$ cat config.mk
export PLATFORM = sky130hd
export DESIGN_NAME = atan2ti_divider
export DESIGN_NICKNAME = d
export VERILOG_FILES = /design/src/atan2ti_pkg.sv /design/src/atan2ti_divider.sv
export SDC_FILE = /design/constraint.sdc
export NUM_CORES = 1
export LEC_CHECK = 0
export BUFFER_PORTS_ARGS = -buffer_cell sky130_fd_sc_hd__buf_2
export CORE_MARGIN = 4
export CORE_UTILIZATION = 57
export CTS_CLUSTER_DIAMETER = 60
export CTS_CLUSTER_SIZE = 14
export DETAILED_ROUTE_END_ITERATION = 8
export MAX_ROUTING_LAYER = met4
export PLACE_DENSITY = 0.76
export SLEW_MARGIN = 20
export SYNTH_ARGS = -nofsm -noshare
export SYNTH_HDL_FRONTEND = slang
export SYNTH_SLANG_ARGS = --single-unit
$ cat constraint.sdc
create_clock -name clk_i -period 2.9 [get_ports clk_i]
set_clock_uncertainty 0.1 [all_clocks]
set_input_delay 0.29 -clock clk_i [delete_from_list [all_inputs] [get_ports clk_i]]
set_output_delay 0.29 -clock clk_i [all_outputs]
set_load 0.02 [all_outputs]
$ cat src/atan2ti_pkg.sv
// -----------------------------------------------------------------------------
// atan2ti_pkg
// Shared types, fixed-point constants and the arctangent ROM contents.
// -----------------------------------------------------------------------------
`timescale 1ns / 1ps
`default_nettype none

package atan2ti_pkg;

  // Ratio format: Q0.16 plus the exact value 1.0.
  localparam int unsigned FRACW = 16;
  localparam int unsigned ZW    = FRACW + 1;

  // Internal angle in units of 1e-9 rad.
  localparam int unsigned NANOW = 34;
  localparam int unsigned BASEW = 30;
  localparam int unsigned MAGW  = 33;
  localparam logic signed [NANOW-1:0] NANO_PI      = 34'sd3141592654;
  localparam logic signed [NANOW-1:0] NANO_HALF_PI = 34'sd1570796327;
  localparam logic signed [NANOW-1:0] NANO_TWO_PI  = 34'sd6283185307;
  localparam logic [29:0] SMALL_MUL = 30'd1000000000;

  // Arctangent ROM.
  localparam int unsigned ROM_LEN      = 257;
  localparam int unsigned ROMAW        = 9;
  localparam int unsigned IDXW         = 8;
  localparam int unsigned ROM_LAST_IDX = 255;
  localparam int unsigned DIFFW        = 22;

  // Conversion to Q3.14: q = floor((mag*32 + M_OFS) / DIVC).
  localparam int unsigned MW      = 38;
  localparam int unsigned MHIW    = 21;
  localparam int unsigned RECIPW  = 29;
  localparam int unsigned RECIP_SH = 32;
  localparam int unsigned PRODW   = MHIW + RECIPW;
  localparam int unsigned QW      = 17;
  localparam int unsigned DIVCW   = 21;
  localparam logic [MW-1:0]     M_OFS = 38'd976562;
  localparam logic [RECIPW-1:0] RECIP = 29'd288230376;
  localparam logic [DIVCW-1:0]  DIVC  = 21'd1953125;
  localparam int unsigned OUTW = 18;

  // Octant information carried alongside the ratio.
  typedef struct packed {
    logic zero;
    logic xgt;
    logic xneg;
    logic yneg;
  } oct_t;

  localparam logic [BASEW-1:0] ATAN_ROM [ROM_LEN] = '{
    30'd0, 30'd3921549, 30'd7842976, 30'd11764160,
    30'd15684990, 30'd19605330, 30'd23525070, 30'd27444090,
    30'd31362260, 30'd35279470, 30'd39195600, 30'd43110530,
    30'd47024130, 30'd50936290, 30'd54846900, 30'd58755820,
    30'd62662950, 30'd66568160, 30'd70471340, 30'd74372380,
    30'd78271140, 30'd82167520, 30'd86061410, 30'd89952670,
    30'd93841210, 30'd97726910, 30'd101609600, 30'd105489300,
    30'd109365800, 30'd113239000, 30'd117108700, 30'd120975000,
    30'd124837600, 30'd128696500, 30'd132551500, 30'd136402600,
    30'd140249600, 30'd144092400, 30'd147931000, 30'd151765200,
    30'd155594800, 30'd159419900, 30'd163240300, 30'd167055900,
    30'd170866500, 30'd174672200, 30'd178472800, 30'd182268100,
    30'd186058200, 30'd189842800, 30'd193622000, 30'd197395600,
    30'd201163400, 30'd204925500, 30'd208681800, 30'd212432000,
    30'd216176200, 30'd219914300, 30'd223646100, 30'd227371600,
    30'd231090700, 30'd234803300, 30'd238509300, 30'd242208600,
    30'd245901200, 30'd249586900, 30'd253265800, 30'd256937600,
    30'd260602400, 30'd264260000, 30'd267910400, 30'd271553500,
    30'd275189200, 30'd278817500, 30'd282438300, 30'd286051400,
    30'd289656900, 30'd293254700, 30'd296844700, 30'd300426800,
    30'd304000900, 30'd307567100, 30'd311125200, 30'd314675200,
    30'd318217000, 30'd321750600, 30'd325275800, 30'd328792700,
    30'd332301200, 30'd335801200, 30'd339292600, 30'd342775500,
    30'd346249700, 30'd349715300, 30'd353172100, 30'd356620100,
    30'd360059300, 30'd363489600, 30'd366911000, 30'd370323400,
    30'd373726800, 30'd377121100, 30'd380506400, 30'd383882500,
    30'd387249400, 30'd390607000, 30'd393955500, 30'd397294600,
    30'd400624400, 30'd403944800, 30'd407255800, 30'd410557400,
    30'd413849600, 30'd417132200, 30'd420405400, 30'd423668900,
    30'd426922900, 30'd430167300, 30'd433402100, 30'd436627200,
    30'd439842600, 30'd443048300, 30'd446244300, 30'd449430600,
    30'd452607000, 30'd455773800, 30'd458930700, 30'd462077800,
    30'd465215000, 30'd468342400, 30'd471460000, 30'd474567600,
    30'd477665400, 30'd480753200, 30'd483831200, 30'd486899200,
    30'd489957300, 30'd493005500, 30'd496043700, 30'd499071900,
    30'd502090200, 30'd505098500, 30'd508096800, 30'd511085200,
    30'd514063600, 30'd517032000, 30'd519990400, 30'd522938800,
    30'd525877200, 30'd528805600, 30'd531724100, 30'd534632500,
    30'd537531000, 30'd540419500, 30'd543298000, 30'd546166600,
    30'd549025100, 30'd551873800, 30'd554712400, 30'd557541100,
    30'd560359900, 30'd563168700, 30'd565967600, 30'd568756600,
    30'd571535700, 30'd574304800, 30'd577064100, 30'd579813500,
    30'd582553100, 30'd585282800, 30'd588002600, 30'd590712600,
    30'd593412800, 30'd596103200, 30'd598783900, 30'd601454700,
    30'd604115800, 30'd606767200, 30'd609408800, 30'd612040700,
    30'd614663000, 30'd617275500, 30'd619878400, 30'd622471700,
    30'd625055400, 30'd627629400, 30'd630193900, 30'd632748800,
    30'd635294200, 30'd637830100, 30'd640356500, 30'd642873400,
    30'd645380800, 30'd647878800, 30'd650367400, 30'd652846600,
    30'd655316500, 30'd657777000, 30'd660228200, 30'd662670100,
    30'd665102700, 30'd667526100, 30'd669940200, 30'd672345200,
    30'd674740900, 30'd677127600, 30'd679505100, 30'd681873500,
    30'd684232800, 30'd686583100, 30'd688924400, 30'd691256700,
    30'd693580000, 30'd695894300, 30'd698199800, 30'd700496400,
    30'd702784100, 30'd705063000, 30'd707333000, 30'd709594300,
    30'd711846900, 30'd714090700, 30'd716325800, 30'd718552300,
    30'd720770100, 30'd722979400, 30'd725180000, 30'd727372100,
    30'd729555700, 30'd731730700, 30'd733897400, 30'd736055500,
    30'd738205300, 30'd740346700, 30'd742479700, 30'd744604500,
    30'd746720900, 30'd748829100, 30'd750929100, 30'd753020800,
    30'd755104400, 30'd757179800, 30'd759247200, 30'd761306400,
    30'd763357600, 30'd765400800, 30'd767436000, 30'd769463300,
    30'd771482600, 30'd773494000, 30'd775497500, 30'd777493200,
    30'd779481100, 30'd781461200, 30'd783433500, 30'd785398300,
    30'd785398300
  };

endpackage

`default_nettype wire

$ cat src/atan2ti_divider.sv
// -----------------------------------------------------------------------------
// atan2ti_divider
// Pipelined restoring divider: one quotient bit per stage, ratio in Q0.16.
// -----------------------------------------------------------------------------
`timescale 1ns / 1ps
`default_nettype none

module atan2ti_divider #(
  parameter int unsigned DW = 16
) (
  input  wire logic                     clk_i,
  input  wire logic                     rst_ni,
  input  wire logic                     en_i,
  input  wire logic                     vld_i,
  input  wire logic [DW-1:0]            num_i,
  input  wire logic [DW-1:0]            den_i,
  input  wire atan2ti_pkg::oct_t        oct_i,
  output logic                          vld_o,
  output logic [atan2ti_pkg::ZW-1:0]    z_o,
  output atan2ti_pkg::oct_t             oct_o
);
  import atan2ti_pkg::*;

  localparam int unsigned REMW = DW + 1;

  logic              vld_q [ZW];
  logic [REMW-1:0]   rem_q [ZW];
  logic [DW-1:0]     den_q [ZW];
  logic [ZW-1:0]     z_q   [ZW];
  oct_t              oct_q [ZW];

  for (genvar k = 0; k < ZW; k++) begin : g_stage
    logic            vld_in;
    logic [REMW-1:0] trial;
    logic [DW-1:0]   den_in;
    logic [ZW-1:0]   z_in;
    oct_t            oct_in;
    logic            ge;
    logic [REMW-1:0] rem_d;
    logic [ZW-1:0]   z_d;

    // The first stage compares the numerator itself; later stages shift in a zero.
    if (k == 0) begin : g_first
      assign vld_in = vld_i;
      assign trial  = REMW'(num_i);
      assign den_in = den_i;
      assign z_in   = '0;
      assign oct_in = oct_i;
    end else begin : g_next
      assign vld_in = vld_q[k-1];
      assign trial  = {rem_q[k-1][REMW-2:0], 1'b0};
      assign den_in = den_q[k-1];
      assign z_in   = z_q[k-1];
      assign oct_in = oct_q[k-1];
    end

    // One compare-subtract decides this quotient bit.
    always_comb begin
      ge    = (trial >= REMW'(den_in));
      rem_d = ge ? (trial - REMW'(den_in)) : trial;
      z_d   = z_in;
      z_d[ZW-1-k] = ge;
    end

    always_ff @(posedge clk_i or negedge rst_ni) begin
      if (!rst_ni) begin
        vld_q[k] <= 1'b0;
      end else if (en_i) begin
        vld_q[k] <= vld_in;
      end
    end

    always_ff @(posedge clk_i) begin
      if (en_i) begin
        rem_q[k] <= rem_d;
        den_q[k] <= den_in;
        z_q[k]   <= z_d;
        oct_q[k] <= oct_in;
      end
    end
  end

  assign vld_o = vld_q[ZW-1];
  assign z_o   = z_q[ZW-1];
  assign oct_o = oct_q[ZW-1];

endmodule

`default_nettype wire

==> out/summary.txt, run 1 <==
internal power: 31.34 mW
Initial Util: 0.5794
Distinct cells, synth: 84
switching power of the nets: 16.73 mW
Peak VDD IR: 0.4975 mV
DR vias/cell: 5.809
P&R area growth vs syn: 17.72%
routed len/inst: 18.80 um
largest net degree at the start of global routing: 90
clk slew on worst S/H paths: 70 ps
Mapped Area: 38430 um^2
sequential element share of the synthesized area: 0.5838
synthesized area per cell: 12.55 um^2
fin crit share: 1.028
synth warn: 0
post-synth top area share: 0.5727
IO Port Bufs: 61
status: finished with violations
Synth Instances: 3062
row count: 94
placed wire-length estimate: 57.12 mm
gr usage total: 0.2264
GPL Wtd Cong: 0.9758
Final Util: 0.6820
delay-heaviest family, CP: compound AO/OA/AOI/OAI gates
initial antenna violation count: 0
GR Util met3: 0.03068
routed vias: 25180
clock power share: 0.178
crit path launch type: flip-flop
worst skew pair latency: 620 ps
P_leak: 18.28 nW
max cap viols: 0
crit path max fanout: 3
Worst Tran Pin Value: 760.8 ps
CP Depth: 9
CTS root buf: clkbuf_16
Slew Limit Headroom: 0.4861
busiest grt layer: met2
I/O pins: 62
Worst Reg2Reg Path Length in Cells: 9
worst-case clock buffer depth: 3
CP bufs+invs: 0
synthesized net count: 3389
die area: 71640 um^2
Crit path required time: 3140 ps
met1 Track Usage GR: 0.2590
Slowest-stage cell, CP: or4_4
GR Util met2: 0.4020
Hold WS: 29.61 ps
pwr dens: 1062 nW/um^2
top post-synthesis cells by area: edfxtp_1 57%, ha_1 8.8%, mux2_2 3.7%, inv_1 3.2%, o21ai_0 2.4%
Antenna diodes: 0
Synth Flop Type: edfxtp_1
DRT iter0 DRCs: 1852
crit path time final: 2982 ps
Synth async-reset ratio: 0.02267
failing checks: setup timing
total global routing overflow: 0
overall die width: 267.7 um
DRC errors left: 0
Nets: 3763
Crit path largest cell delay: 500 ps
final hold violations: 0
Gate power share: 0.463
Post-synth EDFFs: 733
DRT antenna net count: 0
Die Span Y: 267.7 um
critical path arrival: 3220 ps
# H-tree levels: 3
post-synthesis sequential element count: 750
core area: 66330 um^2
critical path type: flip-flop to flip-flop
unrepaired setup endpoints after global routing: true
final total power: 48.07 mW
switching share of power: 0.3480
sequential share of power: 0.359
WL final: 81.48 mm
Post-DP Area: 41000 um^2
max-slew violations: 0
Critical Path Sink Type: flip-flop
vias in the first global route: 25280
Setup WS pre-CTS: -300.3 ps
Cell Chain, Critical Path: ha_4 -> or4_4 -> o211ai_1 -> o21ba_4 -> o41ai_4 -> o21ai_4 -> o41ai_4 -> xor2_1 -> o21ai_1
Num Clock Sinks: 750
CTS tree: yes
CTS Buf Count: 69
Final Setup Violations: 8
Final WS setup: -81.62 ps
CP dominant cell by count: o41ai_4
achievable clock frequency: 335.4 MHz
fraction of layout cells with a size suffix above 1: 0.2069
first-pass GRT wire length: 126.8 mm
Final Instance Area: 45240 um^2
Hold Path Class: input pin to asynchronous set/reset pin
drt pass-1 iters: 8
area leader, netlist: edfxtp_1
layout make-up:
type / count / area (um^2)
inverter: 333 / 1255
timing repair inverter: 1 / 6.256
clock inverter: 26 / 219.0
fill: 4569 / 21090
multi-input combinational: 1944 / 15650
tap: 864 / 1081
timing repair buffer: 337 / 2765
sequential: 750 / 22440
clock buffer: 80 / 1832
Yosys cell counts (11+ instances only):
cell / count
dfrtp_1: 17
a21o_1: 57
a31oi_1: 17
nor3_1: 48
o21ai_0: 183
nand2b_1: 31
clkbuf_1: 16
nand4_1: 28
o211ai_1: 14
a21boi_0: 11
nand3_1: 36
xor2_1: 80
inv_1: 332
o21a_1: 49
xnor2_1: 97
and3_1: 13
buf_2: 12
o21bai_1: 14
nand2_1: 171
o21ai_1: 17
ha_1: 271
nor2_1: 183
a21oi_1: 170
mux2_2: 125
or3_1: 26
o31a_1: 15
mux2i_1: 13
o31ai_1: 15
a211oi_1: 21
fa_1: 16
edfxtp_1: 733
nor2b_1: 54
worst reg2reg max path: stages, from the launching register on:
cell	delay, ps
edfxtp_1	430
ha_4	260
or4_4	500
o211ai_1	110
o21ba_4	190
o41ai_4	300
o21ai_4	130
o41ai_4	360
xor2_1	220
o21ai_1	110
layer usage:
| metal | part of all wire | vias to the layer above |
|---|---|---|
| met5 | 0 | - |
| met4 | 0.046 | 0 |
| met3 | 0.036 | 256 |
| met2 | 0.52 | 691 |
| met1 | 0.40 | 12220 |
| li1 | - | 12010 |
worst paths after layout:
kind	slack [ps]	start	end
setup / recovery	-80	rem_q[0][139]	rem_q[0][168]
hold / removal	30	rst_ni	g_stage[16].vld_in
setup reg to reg	-80	rem_q[0][139]	rem_q[0][168]
hold reg to reg	310	z_q[1][134]	z_q[2][15]
max in group asynchronous	2390	rst_ni	g_stage[9].vld_in
min in group clk_i	70	en_i	oct_q[0][3]
per-stage QoR:
step	setup TNS, ps	std cells
floorplan	0	3062
global placement	-5367	4110
detailed placement	-9578	4110
CTS	-68.61	4274
global route	-3759	4335
finish	-251.3	4335
cell families (layout without fill, tap and decap cells):
logic type / count (synthesis) / after routing / share of synthesized area
multiplexers: 150 / 150 / 0.04421
flip-flops: 750 / 750 / 0.5838
adder cells (fa/ha/maj): 287 / 287 / 0.09657
XOR/XNOR: 177 / 177 / 0.04034
buffers and inverters: 370 / 777 / 0.03799
AO/OA/AOI/OAI: 685 / 686 / 0.1166
AND/OR/NAND/NOR: 643 / 644 / 0.08048
power by group through the flow:
stage / Combinational, mW / Clock, mW / Sequential (mW)
floorplan: 14.3 / 0 / 16.6
global placement: 18.4 / 0 / 17.3
detailed placement: 19.3 / 0 / 17.4
CTS: 20.3 / 8.79 / 17.2
global route: 24.3 / 9.26 / 17.4
finish: 22.3 / 8.55 / 17.3
flip-flops by register name (all words and copies together) (netlist names):
| name | flops |
|---|---|
| den_q | 256 |
| rem_q | 256 |
| z_q | 153 |
| oct_q | 68 |
| g_stage.vld_in | 16 |
| vld_o | 1 |
repair_timing:
item	CTS	global route
setup endpoints to repair	107	196
endpoints found under the hold margin	54	0
setup buffers	18	57
pin swaps	22	79
hold buffers	38	0
resized for setup	59	191
cloned	2	6
cells in the final DEF (no fill, tap or decap), drive strengths merged, types with 19 or more instances in the layout:
master	n
o21a	49
a21oi	175
dlygate4sd3	38
buf	296
xnor2	97
o31ai	19
inv	338
a211oi	24
a21o	57
ha	271
nand2b	31
xor2	80
nor2	183
o21ai	202
nor3	50
nand3	36
or3	26
mux2	137
nand2	173
nand4	28
edfxtp	733
nor2b	54
clkbuf	83
(Power assumes the default switching activity.)
==> inputs of run 2 (changes only) <==
--- a/config.mk
+++ b/config.mk
@@ -6,8 +6,10 @@
 export NUM_CORES = 1
 export LEC_CHECK = 0
 export BUFFER_PORTS_ARGS = -buffer_cell sky130_fd_sc_hd__buf_2
+export CORE_ASPECT_RATIO = 1.25
 export CORE_MARGIN = 4
 export CORE_UTILIZATION = 57
+export CTS_BUF_LIST = sky130_fd_sc_hd__clkbuf_16
 export CTS_CLUSTER_DIAMETER = 60
 export CTS_CLUSTER_SIZE = 14
 export DETAILED_ROUTE_END_ITERATION = 8
==> run 2 against run 1 <==
The run now ends clean. Sequential cell count is the same. Register-to-register slack improved by 97 ps. Hold slack got worse by 3.0 ps. Combinational power about the same. Largest cell class unchanged. Power hardly changed. Fmax rose by 3.4%. Setup slack better by 97 ps. Clock power is 4.4% lower. First-iteration DRC count decreased by 18%. Critical path depth increased by 2. Core utilization fell by 0.63 points. Via count increased by 0.34%.
==> out/summary.txt, run 2 (synthesized netlist as in run 1, its figures left out) <==
row count: 106
Crit path required time: 3130 ps
I/O pins: 62
GPL Wtd Cong: 0.9549
DRT antenna net count: 0
DRT iter0 DRCs: 1510
die area: 71670 um^2
Cell Chain, Critical Path: ha_4 -> a21oi_2 -> o21ai_2 -> or3_4 -> o211ai_1 -> buf_4 -> a21oi_4 -> o21ai_4 -> nand2_4 -> buf_12 -> mux2_4
final hold violations: 0
fin crit share: 0.9948
overall die width: 240.2 um
Final Instance Area: 45170 um^2
P_leak: 18.32 nW
final cell count without fillers: 4321
unrepaired setup endpoints after global routing: true
reg-to-reg slack, setup: 20 ps
Worst Hold Launch: en_i
initial antenna violation count: 0
achievable clock frequency: 346.6 MHz
Hold Path Class: input pin to flip-flop
IO Port Bufs: 61
critical path arrival: 3120 ps
fraction of layout cells with a size suffix above 1: 0.2028
crit path time final: 2885 ps
commonest non-fill, non-tap cell in the layout: edfxtp_1
Num Clock Sinks: 750
Critical Path Sink Type: flip-flop
worst skew pair latency: 600 ps
worst-case clock buffer depth: 3
placed cells: 4126
Post-DP Area: 41210 um^2
Peak VDD IR: 0.5821 mV
Worst Reg2Reg Path Length in Cells: 11
Initial Util: 0.5749
final total power: 48.06 mW
crit path max fanout: 5
Nets: 3759
routed vias: 25270
drt pass-1 iters: 6
Slew Limit Headroom: 0.4910
Antenna diodes: 0
fillcell total: 4591
largest net degree at the start of global routing: 70
most frequent cells in the layout: 733 x edfxtp_1, 329 x inv_1, 249 x ha_1
placed wire-length estimate: 60.61 mm
worst reg2reg path startpoint: rem_q[0][56]
CTS Buf Count: 67
Setup crit start: rem_q[0][56]
DRC errors left: 0
CTS root buf: clkbuf_16
CP bufs+invs: 2
critical path type: flip-flop to flip-flop
worst hold endpoint: den_q[0][70]
Crit path largest cell delay: 430 ps
hold path depth: 1
Worst Tran Pin Value: 757.2 ps
WL final: 83.62 mm
crit path launch type: flip-flop
core area: 66840 um^2
delay-heaviest family, CP: compound AO/OA/AOI/OAI gates
status: completed
vias in the first global route: 25830
first-pass GRT wire length: 130.8 mm
Slowest-stage cell, CP: edfxtp_1
max cap viols: 0
routed len/inst: 19.35 um
Final Setup Violations: 0
# H-tree levels: 3
pwr dens: 1064 nW/um^2
CTS tree: yes
DR vias/cell: 5.847
P&R area growth vs syn: 17.53%
Reg-to-Reg End: rem_q[0][70]
Die Span Y: 298.3 um
clk slew on worst S/H paths: 60 ps
total global routing overflow: 0
max-slew violations: 0
gr usage total: 0.2344
biggest regs: den_q (256), rem_q (256), z_q (153)
[run 2: worst max path at each step]
stage                               end  depth (start not counted)
after floorplan           rem_q[0][197]                         11
after global placement     rem_q[0][75]                         11
after detailed placement   rem_q[0][73]                         11
after CTS                  rem_q[0][73]                         12
after global routing      rem_q[0][167]                         10
final                      rem_q[0][70]                         11
[run 2: cell type report]
type,count,area (um^2),share of cell area
repair buffers,336,2869,0.06352
clock inverters,27,229.0,0.005069
inverters,333,1255,0.02778
flip-flops and latches,750,22440,0.4967
clock buffers,67,1677,0.03712
multi-input cells,1944,15620,0.3458
well taps,864,1081,0.02393
[run 2: per-layer routing]
layer  routed length, um  vias to the layer above  global-route usage  part of all wire
met1               29590                    12250              0.2377              0.35
met3                3005                      300             0.02750             0.036
li1                    -                    11990                   -                 -
met5                   0                        -                   -                 0
met4                4925                        0              0.1221             0.059
met2               46100                      726              0.4374              0.55
[run 2: per-stage QoR]
stage	hold WS [ps]	utilization	setup WS (ps)	TNS, ps
finish	26.65	0.6757	15.06	0
global route	21.75	0.6757	-110.2	-1836
global placement	105.3	0.6166	-297.6	-5973
CTS	9.498	0.6594	-59.48	-630.9
detailed placement	133.1	0.6166	-338.6	-11950
floorplan	-105.6	-	23.79	0
[run 2: worst reg2reg max path: stages, from the launching register on]
cell and delay (ps):
edfxtp_1 430, ha_4 280, a21oi_2 180, o21ai_2 90
or3_4 330, o211ai_1 160, buf_4 160, a21oi_4 60
o21ai_4 200, nand2_4 130, buf_12 190, mux2_4 300
[run 2: report_power, final]
part           total, mW  internal [mW]  switching [mW]
Clock               8.17           4.37            3.80
Combinational       22.6           11.2            11.4
Sequential          17.3           15.6            1.63
[run 2: what timing repair did]
item,in CTS,in global routing
endpoints found under the hold margin,54,0
cloned,4,1
setup endpoints to repair,93,202
resized for setup,79,173
pin swaps,28,76
setup buffers,19,43
hold buffers,38,0
